<file path="config.mk">
export PLATFORM = sky130hd
export DESIGN_NAME = raid0_stripe_request_splitter
export DESIGN_NICKNAME = d
export VERILOG_FILES = /design/src/design/r0s_pkg.sv /design/src/design/r0s_div.sv /design/src/design/r0s_datapath.sv /design/src/design/r0s_ctrl.sv /design/src/design/raid0_stripe_request_splitter.sv
export SDC_FILE = /design/constraint.sdc
export NUM_CORES = 1
export LEC_CHECK = 0
export ABC_AREA = 1
export BUFFER_PORTS_ARGS = -buffer_cell sky130_fd_sc_hd__clkbuf_2
export CAP_MARGIN = 20
export CORE_MARGIN = 3
export CORE_UTILIZATION = 40
export DETAILED_ROUTE_END_ITERATION = 7
export SYNTH_ARGS = -nofsm -noshare
export SYNTH_HDL_FRONTEND = slang
export SYNTH_SLANG_ARGS = --single-unit
</file>
<file path="constraint.sdc">
create_clock -name clk -period 6.25 [get_ports clk]
set_clock_uncertainty 0.05 [all_clocks]
set_input_delay 1.5625 -clock clk [delete_from_list [all_inputs] [get_ports clk]]
set_output_delay 1.5625 -clock clk [all_outputs]
set_load 0.01 [all_outputs]
</file>
<file path="src/design/r0s_pkg.sv">
// Package: shared widths, result codes, controller states and control structs.
package r0s_pkg;

	localparam int ADDR_W     = 48;
	localparam int LEN_W      = 17;
	localparam int ROW_W      = 36;
	localparam int DEVIDX_W   = 4;
	localparam int CLEN_W     = 13;
	localparam int DCNT_W     = 5;
	localparam int S_TDATA_W  = 120;
	localparam int M_TDATA_W  = 120;
	localparam int M_TUSER_W  = 3;

	localparam logic CFG_DEVICE_COUNT = 1'b0;
	localparam logic CFG_REGION_BASE  = 1'b1;

	localparam logic [1:0] RES_CHUNK      = 2'd0;
	localparam logic [1:0] RES_WR_ZERO    = 2'd1;
	localparam logic [1:0] RES_RD_EMPTY   = 2'd2;
	localparam logic [1:0] RES_BELOW_BASE = 2'd3;

	typedef enum logic [2:0] {
		ST_IDLE,
		ST_CHECK,
		ST_DIV1,
		ST_EMIT,
		ST_ERR
	} r0s_state_t;

	typedef struct packed {
		logic ld_req;
		logic setup;
		logic div_start;
		logic row_ld;
		logic dev_ld;
		logic emit;
		logic err_emit;
	} r0s_cmd_t;

	typedef struct packed {
		logic reject;
		logic div_done;
		logic last_chunk;
		logic out_free;
	} r0s_sts_t;

endpackage

</file>
<file path="src/design/r0s_div.sv">
// Restoring divider: one quotient bit per cycle over a 48-bit dividend.
module r0s_div #(
	parameter int DVS_W = 26
) (
	input  logic                       clk,
	input  logic                       arst_n,
	input  logic                       start,
	input  logic [r0s_pkg::ADDR_W-1:0] dividend,
	input  logic [DVS_W-1:0]           divisor,
	output logic                       done,
	output logic [r0s_pkg::ADDR_W-1:0] quotient,
	output logic [DVS_W-1:0]           remainder
);
	import r0s_pkg::*;

	localparam int CNT_W = $clog2(ADDR_W);
	localparam logic [CNT_W-1:0] LAST = CNT_W'(ADDR_W - 1);

	logic              busy_q;
	logic              done_q;
	logic [CNT_W-1:0]  cnt_q;
	logic [ADDR_W-1:0] num_q;
	logic [DVS_W-1:0]  rem_q;
	logic [DVS_W-1:0]  dvs_q;
	logic [DVS_W:0]    trial;
	logic [DVS_W:0]    diff;
	logic              ge;

	assign trial = {rem_q, num_q[ADDR_W-1]};
	assign ge    = trial >= {1'b0, dvs_q};
	assign diff  = trial - {1'b0, dvs_q};

	always_ff @(posedge clk or negedge arst_n) begin
		if (!arst_n) begin
			busy_q <= 1'b0;
			done_q <= 1'b0;
			cnt_q  <= '0;
		end else begin
			done_q <= busy_q && (cnt_q == LAST) && !start;
			if (start) begin
				busy_q <= 1'b1;
				cnt_q  <= '0;
			end else if (busy_q) begin
				cnt_q <= cnt_q + 1'b1;
				if (cnt_q == LAST) begin
					busy_q <= 1'b0;
				end
			end
		end
	end

	always_ff @(posedge clk) begin
		if (start) begin
			num_q <= dividend;
			rem_q <= '0;
			dvs_q <= divisor;
		end else if (busy_q) begin
			num_q <= {num_q[ADDR_W-2:0], ge};
			rem_q <= ge ? diff[DVS_W-1:0] : trial[DVS_W-1:0];
		end
	end

	assign done      = done_q;
	assign quotient  = num_q;
	assign remainder = rem_q;

endmodule

</file>
<file path="src/design/r0s_datapath.sv">
// Datapath: configuration, request registers, stripe stepping and output register.
module r0s_datapath #(
	parameter int STRIPE_BLOCK_BYTES = 4096,
	parameter int MAX_DEVICES        = 16,
	parameter int MAX_REQUEST_BLOCKS = 16
) (
	input  logic                          clk,
	input  logic                          arst_n,
	input  r0s_pkg::r0s_cmd_t             cmd,
	output r0s_pkg::r0s_sts_t             sts,
	input  logic                          s_tuser,
	input  logic [r0s_pkg::S_TDATA_W-1:0] s_tdata,
	input  logic                          cfg_valid,
	input  logic                          cfg_index,
	input  logic [r0s_pkg::ADDR_W-1:0]    cfg_data,
	output logic                          m_tvalid,
	input  logic                          m_tready,
	output logic [r0s_pkg::M_TDATA_W-1:0] m_tdata,
	output logic [r0s_pkg::M_TUSER_W-1:0] m_tuser,
	output logic                          m_tlast
);
	import r0s_pkg::*;

	localparam int IB_W   = $clog2(STRIPE_BLOCK_BYTES);
	localparam int BLK_W  = $clog2(STRIPE_BLOCK_BYTES + 1);
	localparam int CMP_W  = (BLK_W > LEN_W) ? BLK_W : LEN_W;
	localparam int DEV_W  = (MAX_DEVICES > 1) ? $clog2(MAX_DEVICES) : 1;
	localparam int NDV_W  = $clog2(MAX_DEVICES + 1);
	localparam int NC_W   = (NDV_W > DCNT_W) ? NDV_W : DCNT_W;
	localparam int DVS_W  = $clog2(STRIPE_BLOCK_BYTES * MAX_DEVICES + 1);
	localparam logic [NC_W-1:0]   MAXD     = NC_W'(MAX_DEVICES);
	localparam logic [NC_W-1:0]   ONE_DEV  = NC_W'(1);
	localparam logic [ADDR_W-1:0] BLK_A    = ADDR_W'(STRIPE_BLOCK_BYTES);
	localparam logic [CMP_W-1:0]  BLK_C    = CMP_W'(STRIPE_BLOCK_BYTES);
	localparam logic [DVS_W-1:0]  BLK_D    = DVS_W'(STRIPE_BLOCK_BYTES);
	localparam logic [31:0]       MAX_LEN  = 32'(MAX_REQUEST_BLOCKS * STRIPE_BLOCK_BYTES);

	logic [DCNT_W-1:0] dcount_q;
	logic [ADDR_W-1:0] base_cfg_q;

	logic              dir_q;
	logic [ADDR_W-1:0] vaddr_q;
	logic [LEN_W-1:0]  len_q;
	logic [ADDR_W-1:0] host_q;
	logic [LEN_W-1:0]  rem_q;
	logic [ROW_W-1:0]  row_q;
	logic [ADDR_W-1:0] row_base_q;
	logic [DEV_W-1:0]  dev_q;
	logic [IB_W-1:0]   inblk_q;

	logic                out_valid_q;
	logic                out_dir_q;
	logic [DEVIDX_W-1:0] out_dev_q;
	logic [ADDR_W-1:0]   out_off_q;
	logic [CLEN_W-1:0]   out_len_q;
	logic [ADDR_W-1:0]   out_host_q;
	logic [1:0]          out_res_q;
	logic                out_last_q;

	logic [NC_W-1:0]   dc_ext;
	logic [NC_W-1:0]   ndev;
	logic [NC_W-1:0]   dev_inc;
	logic [ADDR_W-1:0] pos;
	logic [LEN_W-1:0]  len_sat;
	logic [ADDR_W-1:0] div_num;
	logic [DVS_W-1:0]  div_dvs;
	logic              div_done;
	logic [ADDR_W-1:0] div_quo;
	logic [DVS_W-1:0]  div_rem;
	logic [ROW_W-1:0]  row_new;
	logic [CMP_W-1:0]  room;
	logic [CMP_W-1:0]  rem_c;
	logic [CMP_W-1:0]  chunk;
	logic              last_chunk;
	logic [ADDR_W-1:0] doff;

	assign dc_ext  = NC_W'(dcount_q);
	assign ndev    = (dcount_q == '0) ? ONE_DEV : ((dc_ext > MAXD) ? MAXD : dc_ext);
	assign dev_inc = NC_W'(dev_q) + ONE_DEV;
	assign pos     = vaddr_q - base_cfg_q;
	assign len_sat = ({15'b0, len_q} > MAX_LEN) ? LEN_W'(MAX_LEN) : len_q;
	assign div_num = pos;
	assign div_dvs = DVS_W'(BLK_D * DVS_W'(ndev));
	assign row_new = div_quo[ROW_W-1:0];

	assign room       = BLK_C - CMP_W'(inblk_q);
	assign rem_c      = CMP_W'(rem_q);
	assign chunk      = (room < rem_c) ? room : rem_c;
	assign last_chunk = chunk == rem_c;
	assign doff       = row_base_q + ADDR_W'(inblk_q);

	r0s_div #(
		.DVS_W(DVS_W)
	) u_div (
		.clk      (clk),
		.arst_n   (arst_n),
		.start    (cmd.div_start),
		.dividend (div_num),
		.divisor  (div_dvs),
		.done     (div_done),
		.quotient (div_quo),
		.remainder(div_rem)
	);

	always_ff @(posedge clk or negedge arst_n) begin
		if (!arst_n) begin
			dcount_q   <= DCNT_W'(1);
			base_cfg_q <= '0;
		end else if (cfg_valid) begin
			case (cfg_index)
				CFG_DEVICE_COUNT: dcount_q   <= cfg_data[DCNT_W-1:0];
				CFG_REGION_BASE:  base_cfg_q <= cfg_data;
				default:          dcount_q   <= dcount_q;
			endcase
		end
	end

	always_ff @(posedge clk) begin
		if (cmd.ld_req) begin
			dir_q   <= s_tuser;
			vaddr_q <= s_tdata[ADDR_W-1:0];
			len_q   <= s_tdata[ADDR_W+LEN_W-1:ADDR_W];
			host_q  <= s_tdata[2*ADDR_W+LEN_W-1:ADDR_W+LEN_W];
		end
		if (cmd.setup) begin
			rem_q <= len_sat;
		end
		if (cmd.row_ld) begin
			row_q      <= row_new;
			row_base_q <= ADDR_W'({{(ADDR_W-ROW_W){1'b0}}, row_new} << IB_W);
		end
		if (cmd.dev_ld) begin
			dev_q   <= div_rem[IB_W +: DEV_W];
			inblk_q <= div_rem[IB_W-1:0];
		end
		if (cmd.emit) begin
			rem_q   <= rem_q - chunk[LEN_W-1:0];
			host_q  <= host_q + ADDR_W'(chunk);
			inblk_q <= '0;
			if (!last_chunk) begin
				if (dev_inc >= ndev) begin
					dev_q      <= '0;
					row_q      <= row_q + 1'b1;
					row_base_q <= (row_q == '1) ? '0 : row_base_q + BLK_A;
				end else begin
					dev_q <= dev_q + 1'b1;
				end
			end
		end
	end

	always_ff @(posedge clk or negedge arst_n) begin
		if (!arst_n) begin
			out_valid_q <= 1'b0;
		end else if (cmd.emit || cmd.err_emit) begin
			out_valid_q <= 1'b1;
		end else if (m_tready) begin
			out_valid_q <= 1'b0;
		end
	end

	always_ff @(posedge clk) begin
		if (cmd.emit) begin
			out_dir_q  <= dir_q;
			out_dev_q  <= DEVIDX_W'(dev_q);
			out_off_q  <= doff;
			out_len_q  <= CLEN_W'(chunk);
			out_host_q <= host_q;
			out_res_q  <= RES_CHUNK;
			out_last_q <= last_chunk;
		end else if (cmd.err_emit) begin
			out_dir_q  <= dir_q;
			out_dev_q  <= '0;
			out_off_q  <= '0;
			out_len_q  <= '0;
			out_host_q <= '0;
			out_last_q <= 1'b1;
			if (len_q == '0) begin
				out_res_q <= dir_q ? RES_WR_ZERO : RES_RD_EMPTY;
			end else begin
				out_res_q <= RES_BELOW_BASE;
			end
		end
	end

	assign sts.reject     = (len_q == '0) || (vaddr_q < base_cfg_q);
	assign sts.div_done   = div_done;
	assign sts.last_chunk = last_chunk;
	assign sts.out_free   = !out_valid_q || m_tready;

	assign m_tvalid = out_valid_q;
	assign m_tdata  = {7'b0, out_host_q, out_len_q, out_off_q, out_dev_q};
	assign m_tuser  = {out_res_q, out_dir_q};
	assign m_tlast  = out_last_q;

	a_emit_has_bytes: assert property (@(posedge clk) disable iff (!arst_n)
		cmd.emit |-> (rem_q != '0) && (chunk != '0))
		else $error("chunk emitted with no bytes left");

	a_dev_in_range: assert property (@(posedge clk) disable iff (!arst_n)
		cmd.emit |-> (NC_W'(dev_q) < ndev))
		else $error("device index beyond device count");

	a_one_result_source: assert property (@(posedge clk) disable iff (!arst_n)
		(cmd.emit || cmd.err_emit) |-> sts.out_free && !(cmd.emit && cmd.err_emit))
		else $error("output register overwritten");

endmodule

</file>
<file path="src/design/r0s_ctrl.sv">
// Controller: request sequencing through check, one divider pass and chunk or error emission.
module r0s_ctrl (
	input  logic              clk,
	input  logic              arst_n,
	input  logic              s_tvalid,
	output logic              s_tready,
	input  r0s_pkg::r0s_sts_t sts,
	output r0s_pkg::r0s_cmd_t cmd
);
	import r0s_pkg::*;

	r0s_state_t state_q;
	r0s_state_t state_d;

	always_ff @(posedge clk or negedge arst_n) begin
		if (!arst_n) begin
			state_q <= ST_IDLE;
		end else begin
			state_q <= state_d;
		end
	end

	always_comb begin
		state_d = state_q;
		case (state_q)
			ST_IDLE: begin
				if (s_tvalid) state_d = ST_CHECK;
			end
			ST_CHECK: begin
				state_d = sts.reject ? ST_ERR : ST_DIV1;
			end
			ST_DIV1: begin
				if (sts.div_done) state_d = ST_EMIT;
			end
			ST_EMIT: begin
				if (sts.out_free && sts.last_chunk) state_d = ST_IDLE;
			end
			ST_ERR: begin
				if (sts.out_free) state_d = ST_IDLE;
			end
			default: state_d = ST_IDLE;
		endcase
	end

	always_comb begin
		cmd      = '0;
		s_tready = 1'b0;
		case (state_q)
			ST_IDLE: begin
				s_tready   = 1'b1;
				cmd.ld_req = s_tvalid;
			end
			ST_CHECK: begin
				cmd.setup     = !sts.reject;
				cmd.div_start = !sts.reject;
			end
			ST_DIV1: begin
				cmd.row_ld = sts.div_done;
				cmd.dev_ld = sts.div_done;
			end
			ST_EMIT: begin
				cmd.emit = sts.out_free;
			end
			ST_ERR: begin
				cmd.err_emit = sts.out_free;
			end
			default: cmd = '0;
		endcase
	end

	a_accept_to_check: assert property (@(posedge clk) disable iff (!arst_n)
		(s_tvalid && s_tready) |=> (state_q == ST_CHECK))
		else $error("accepted transfer not checked");

	a_no_accept_busy: assert property (@(posedge clk) disable iff (!arst_n)
		(state_q == ST_EMIT || state_q == ST_DIV1) |-> !s_tready)
		else $error("input taken during a request");

	a_err_single: assert property (@(posedge clk) disable iff (!arst_n)
		cmd.err_emit |=> (state_q == ST_IDLE))
		else $error("error result not single");

endmodule

</file>
<file path="src/design/raid0_stripe_request_splitter.sv">
// Top level: RAID-0 stripe request splitter, controller plus datapath.
//
//  channel  | direction | signals                        | payload
//  ---------+-----------+--------------------------------+------------------------------
//  s        | in        | s_tvalid s_tready s_tdata/user | one request
//  m        | out       | m_tvalid m_tready m_tdata/user | one chunk or error, m_tlast
//  cfg      | in        | cfg_valid cfg_ready            | cfg_index, cfg_data
//
// A request goes through the check state, one pass of the one-bit-per-cycle divider by
// block size times device count, one chunk per cycle while the output is not stalled,
// and back to the idle state, where the next transfer is taken. Zero-length and
// below-base requests give their single result through the check and error states.
// Reset clears the controller, the divider control and the output valid flag.
// A stalled output holds the chunk sequence; input is taken only between requests.
module raid0_stripe_request_splitter #(
	parameter int STRIPE_BLOCK_BYTES = 4096,
	parameter int MAX_DEVICES        = 16,
	parameter int MAX_REQUEST_BLOCKS = 16
) (
	input  logic                          clk,
	input  logic                          arst_n,
	input  logic                          s_tvalid,
	output logic                          s_tready,
	// volume_address, byte_length, host_address
	input  logic [r0s_pkg::S_TDATA_W-1:0] s_tdata,
	// cmd
	input  logic                          s_tuser,
	output logic                          m_tvalid,
	input  logic                          m_tready,
	// device_index, device_offset, chunk_length, chunk_host_address
	output logic [r0s_pkg::M_TDATA_W-1:0] m_tdata,
	// direction, status
	output logic [r0s_pkg::M_TUSER_W-1:0] m_tuser,
	output logic                          m_tlast,
	input  logic                          cfg_valid,
	output logic                          cfg_ready,
	input  logic                          cfg_index,
	input  logic [r0s_pkg::ADDR_W-1:0]    cfg_data
);
	import r0s_pkg::*;

	r0s_cmd_t cmd;
	r0s_sts_t sts;

	assign cfg_ready = 1'b1;

	r0s_ctrl u_ctrl (
		.clk     (clk),
		.arst_n  (arst_n),
		.s_tvalid(s_tvalid),
		.s_tready(s_tready),
		.sts     (sts),
		.cmd     (cmd)
	);

	r0s_datapath #(
		.STRIPE_BLOCK_BYTES(STRIPE_BLOCK_BYTES),
		.MAX_DEVICES       (MAX_DEVICES),
		.MAX_REQUEST_BLOCKS(MAX_REQUEST_BLOCKS)
	) u_dp (
		.clk      (clk),
		.arst_n   (arst_n),
		.cmd      (cmd),
		.sts      (sts),
		.s_tuser  (s_tuser),
		.s_tdata  (s_tdata),
		.cfg_valid(cfg_valid),
		.cfg_index(cfg_index),
		.cfg_data (cfg_data),
		.m_tvalid (m_tvalid),
		.m_tready (m_tready),
		.m_tdata  (m_tdata),
		.m_tuser  (m_tuser),
		.m_tlast  (m_tlast)
	);

endmodule
</file>
==> key figures <==
Outcome
  • Status: finished, final reports clean

Die
  • Vert. Die Dim: 280 um
  • Die area: 78500 sq um
  • I/O pins: 302
  • Initial Util: 40.8%
  • Row count: 99
  • Die width: 280 um
  • Core area: 73700 sq um

CTS
  • Root Buffer: clkbuf_16
  • Clk slew on worst S/H paths: 0.06 ns
  • Setup bufs post-CTS: 0
  • CTS resizes: 0
  • # hold bufs at CTS: 0
  • H-tree levels: 2
  • CTS tree: built
  • TritonCTS Buffers: 56
  • Clock sinks: 483
  • Clock Tree Buf Depth: 3
  • Skew-Pair Late Insertion Delay: 0.63 ns

Worst hold path
  • Min-delay worst type: flop to flop
  • Hold Crit Depth: 2
  • Startpoint of the worst hold path: u_dp.base_cfg_q[3]
  • Hold endpoint: u_dp.base_cfg_q[3]

Routing
  • DR iter-0 viols: 1949
  • Routed len/inst: 17.1 um
  • Residual DRC: 0
  • Vias/cell: 5.01
  • Vias post-DR: 26900
  • First-pass iteration count of the detailed router: 5
  • Final wirelength: 91.7 mm
  • ANT nets after route: 0

Power
  • Pint: 0.00856 W
  • Clock Power Share: 24.4%
  • Power Dens Cells: 415 nW/um^2
  • Switching power: 0.00573 W
  • Gate power share: 37.6%
  • Leak: 16.5 nW
  • Switching share of power: 40.1%
  • Max VDD drop: 0.000296 V
  • Sequential power share: 38.0%
  • Total power: 0.0143 W

Critical path
  • Arrival @ worst endpoint: 5.89 ns
  • R2r startpoint: u_dp.inblk_q[1]
  • Cell mode on critical path: inv_1
  • Startpoint types: flop
  • Worst endpoint required time: 6.55 ns
  • WP buf/inv: 8
  • Setup Crit Path Kind: flop to flop
  • Reg2Reg Depth: 30
  • Worst R2R End: u_dp.host_q[36]
  • Crit-path leading delay family: simple AND/OR/NAND/NOR gates
  • Delay of the slowest cell on the worst path: 0.46 ns
  • CP max-delay cell: nor4_1
  • Worst Path Max Fanout: 13
  • CP endpoint kind: flop
  • R2R Setup Slk: 0.66 ns

STA
  • Slew @ Worst Pin: 1.12 ns
  • Max Freq: 179 MHz
  • Tmin final: 5.59 ns
  • Final hold slack: 0.440 ns
  • Setup TNS: 0 ns
  • Max Slew Vio Count: 0
  • Relative slew slack: 25.6%
  • Final WS setup: 0.661 ns
  • Final Hold Fails: 0
  • Final period utilization: 89.4%
  • RSZ-0062 raised after global routing: no
  • Endpoints failing setup: 0

Layout
  • N_diodes: 0
  • Nets: 4658
  • Post-route cell area: 34400 sq um
  • Area growth syn-to-layout: 14.4%
  • Layout cells sized above 1: 10.6%

Synth
  • Synth warn: 0
  • Register area share after synthesis: 43.6%
  • Post-synth EDFFs: 311
  • Mux cell area share after synthesis: 0%
  • Most used DFF post-synth: edfxtp_1
  • Post-synthesis compound-gate area fraction: 9.00%
  • Post-synthesis instance area: 30100 sq um
  • Largest family of logic cells by synthesized area: simple AND/OR/NAND/NOR gates
  • Largest area contributor in the netlist: edfxtp_1
  • Top post-synthesis cells by area: edfxtp_1 31%, nand2_1 15%, inv_1 7.9%
  • Most frequent cell after synthesis: nand2_1
  • Top cell type's share of synthesized area: 31.0%
  • Mean Syn Cell Area: 7.36 sq um
  • Simple-Gate Fraction of Synth Area: 29.4%
  • Adder-Cell Fraction of Synth Area: 5.20%
  • Post-synthesis xor/xnor area fraction: 2.91%
  • Synth cell types: 51
  • FF+latch count, synth: 483
  • FFs w/ async S/R, synth: 13.5%
  • Cells after synthesis: 4090
  • Synth top cells by count: 1196 x nand2_1, 637 x inv_1, 428 x nor2_1, 311 x edfxtp_1, 268 x nand3_1

Global route
  • Number of global-route vias before repair: 25800
  • Overall routing resource usage: 23.0%
  • Gr ovfl total: 0
  • First-pass GRT wire length: 142 mm
  • Pin count of the biggest net entering global routing: 101
  • Initial antenna violation count: 1

Placement
  • IO buf count: 286
  • Post-DP HPWL: 71.2 mm
  • Placement Setup Slack: 0.773 ns
  • DP Area: 32500 sq um
  • Gp weighted congestion: 0.963

Job
  • Maxcap violations: 0
-- per-stage QoR --
stage,std cells,util (%)
floorplan,4100,-
global route,5367,46.7
CTS,5367,46.7
finish,5367,46.7
detailed placement,5262,44.1
global placement,5262,44.1
-- worst max-delay path by stage --
stage / start / to / slack [ns] / depth (start not counted)
global route: u_dp.inblk_q[1] / u_dp.host_q[36] / 0.18 / 30
detailed placement: u_dp.inblk_q[1] / u_dp.host_q[40] / 0.77 / 30
CTS: u_dp.inblk_q[1] / u_dp.host_q[36] / 0.70 / 30
global placement: u_dp.inblk_q[1] / u_dp.host_q[36] / 0.85 / 30
finish: u_dp.inblk_q[1] / u_dp.host_q[36] / 0.66 / 30
floorplan: s_tvalid / u_dp.host_q[0] / 0.67 / 2
-- power groups by stage --
stage	Clock, W	Sequential [W]	Combinational, W
after floorplan	0	0.00537	0.00371
after global placement	0	0.00545	0.00531
after detailed placement	0	0.00548	0.00536
after CTS	0.00357	0.00542	0.00539
after global routing	0.00370	0.00555	0.00612
final	0.00349	0.00543	0.00537
-- layout by cell type, fill, tap and decap left out, types with 64 or more instances in the layout --
cell type     n
nand2_1    1193
inv_1       636
nor2_1      427
edfxtp_1    311
clkbuf_2    285
nand3_1     267
o21ai_0     232
a21oi_1     197
ha_1        117
dfxtp_1     107
nand4_1      96
dfrtp_1      64
-- cell type report --
class / count / area, sq um
clock buffer: 76 / 1570
clock inverter: 29 / 384
fill: 7538 / 39300
inverter: 648 / 2430
multi-input combinational: 2864 / 14100
sequential: 483 / 13100
tap: 959 / 1200
timing repair buffer: 308 / 1640
-- per-layer routing --
metal,up-vias,wire [um],global-route usage (%),share of wire [%]
met1,12300,39700,29.6,43
met4,2,2940,7.32,3.2
met3,138,4830,2.50,5.3
met2,719,44200,40.6,48
met5,-,13,0,0.014
li1,13700,-,-,-
-- worst register-to-register path, delay by kind of cell, from the launching register on --
kind	cells	cell delay [ns]
adders and majority gates	4	1.23
buffers and inverters	8	0.89
DFF	1	0.32
and+or+nand+nor	18	2.82
-- sequential cells by signal (all words and copies together), names as in the netlist, 2 cells and up --
| signal | count |
|---|---|
| u_dp.u_div.quotient | 48 |
| u_dp.vaddr_q | 48 |
| u_dp.dc_ext | 5 |
| u_dp.row_base_q | 48 |
| u_dp.len_q | 17 |
| u_dp.u_div.dvs_q | 5 |
| u_dp.u_div.cnt_q | 6 |
| u_dp.out_host_q | 48 |
| u_dp.out_len_q | 13 |
| u_dp.u_div.remainder | 17 |
| u_dp.out_dev_q | 4 |
| u_dp.rem_c | 17 |
| u_ctrl.state_q | 3 |
| u_dp.inblk_q | 12 |
| u_dp.row_q | 36 |
| u_dp.out_off_q | 48 |
| u_dp.base_cfg_q | 48 |
| u_dp.dev_q | 4 |
| u_dp.host_q | 48 |
| u_dp.out_res_q | 2 |
-- kinds of logic (layout without fill, tap and decap cells) --
family / after synthesis / after routing
buf+inv: 753 / 1061
fa+ha+maj: 122 / 122
other cells: 2 / 12
xor+xnor: 100 / 100
flops: 483 / 483
compound gates: 517 / 517
simple gates: 2113 / 2113
No activity file was read; power rests on OpenSTA's default activity.
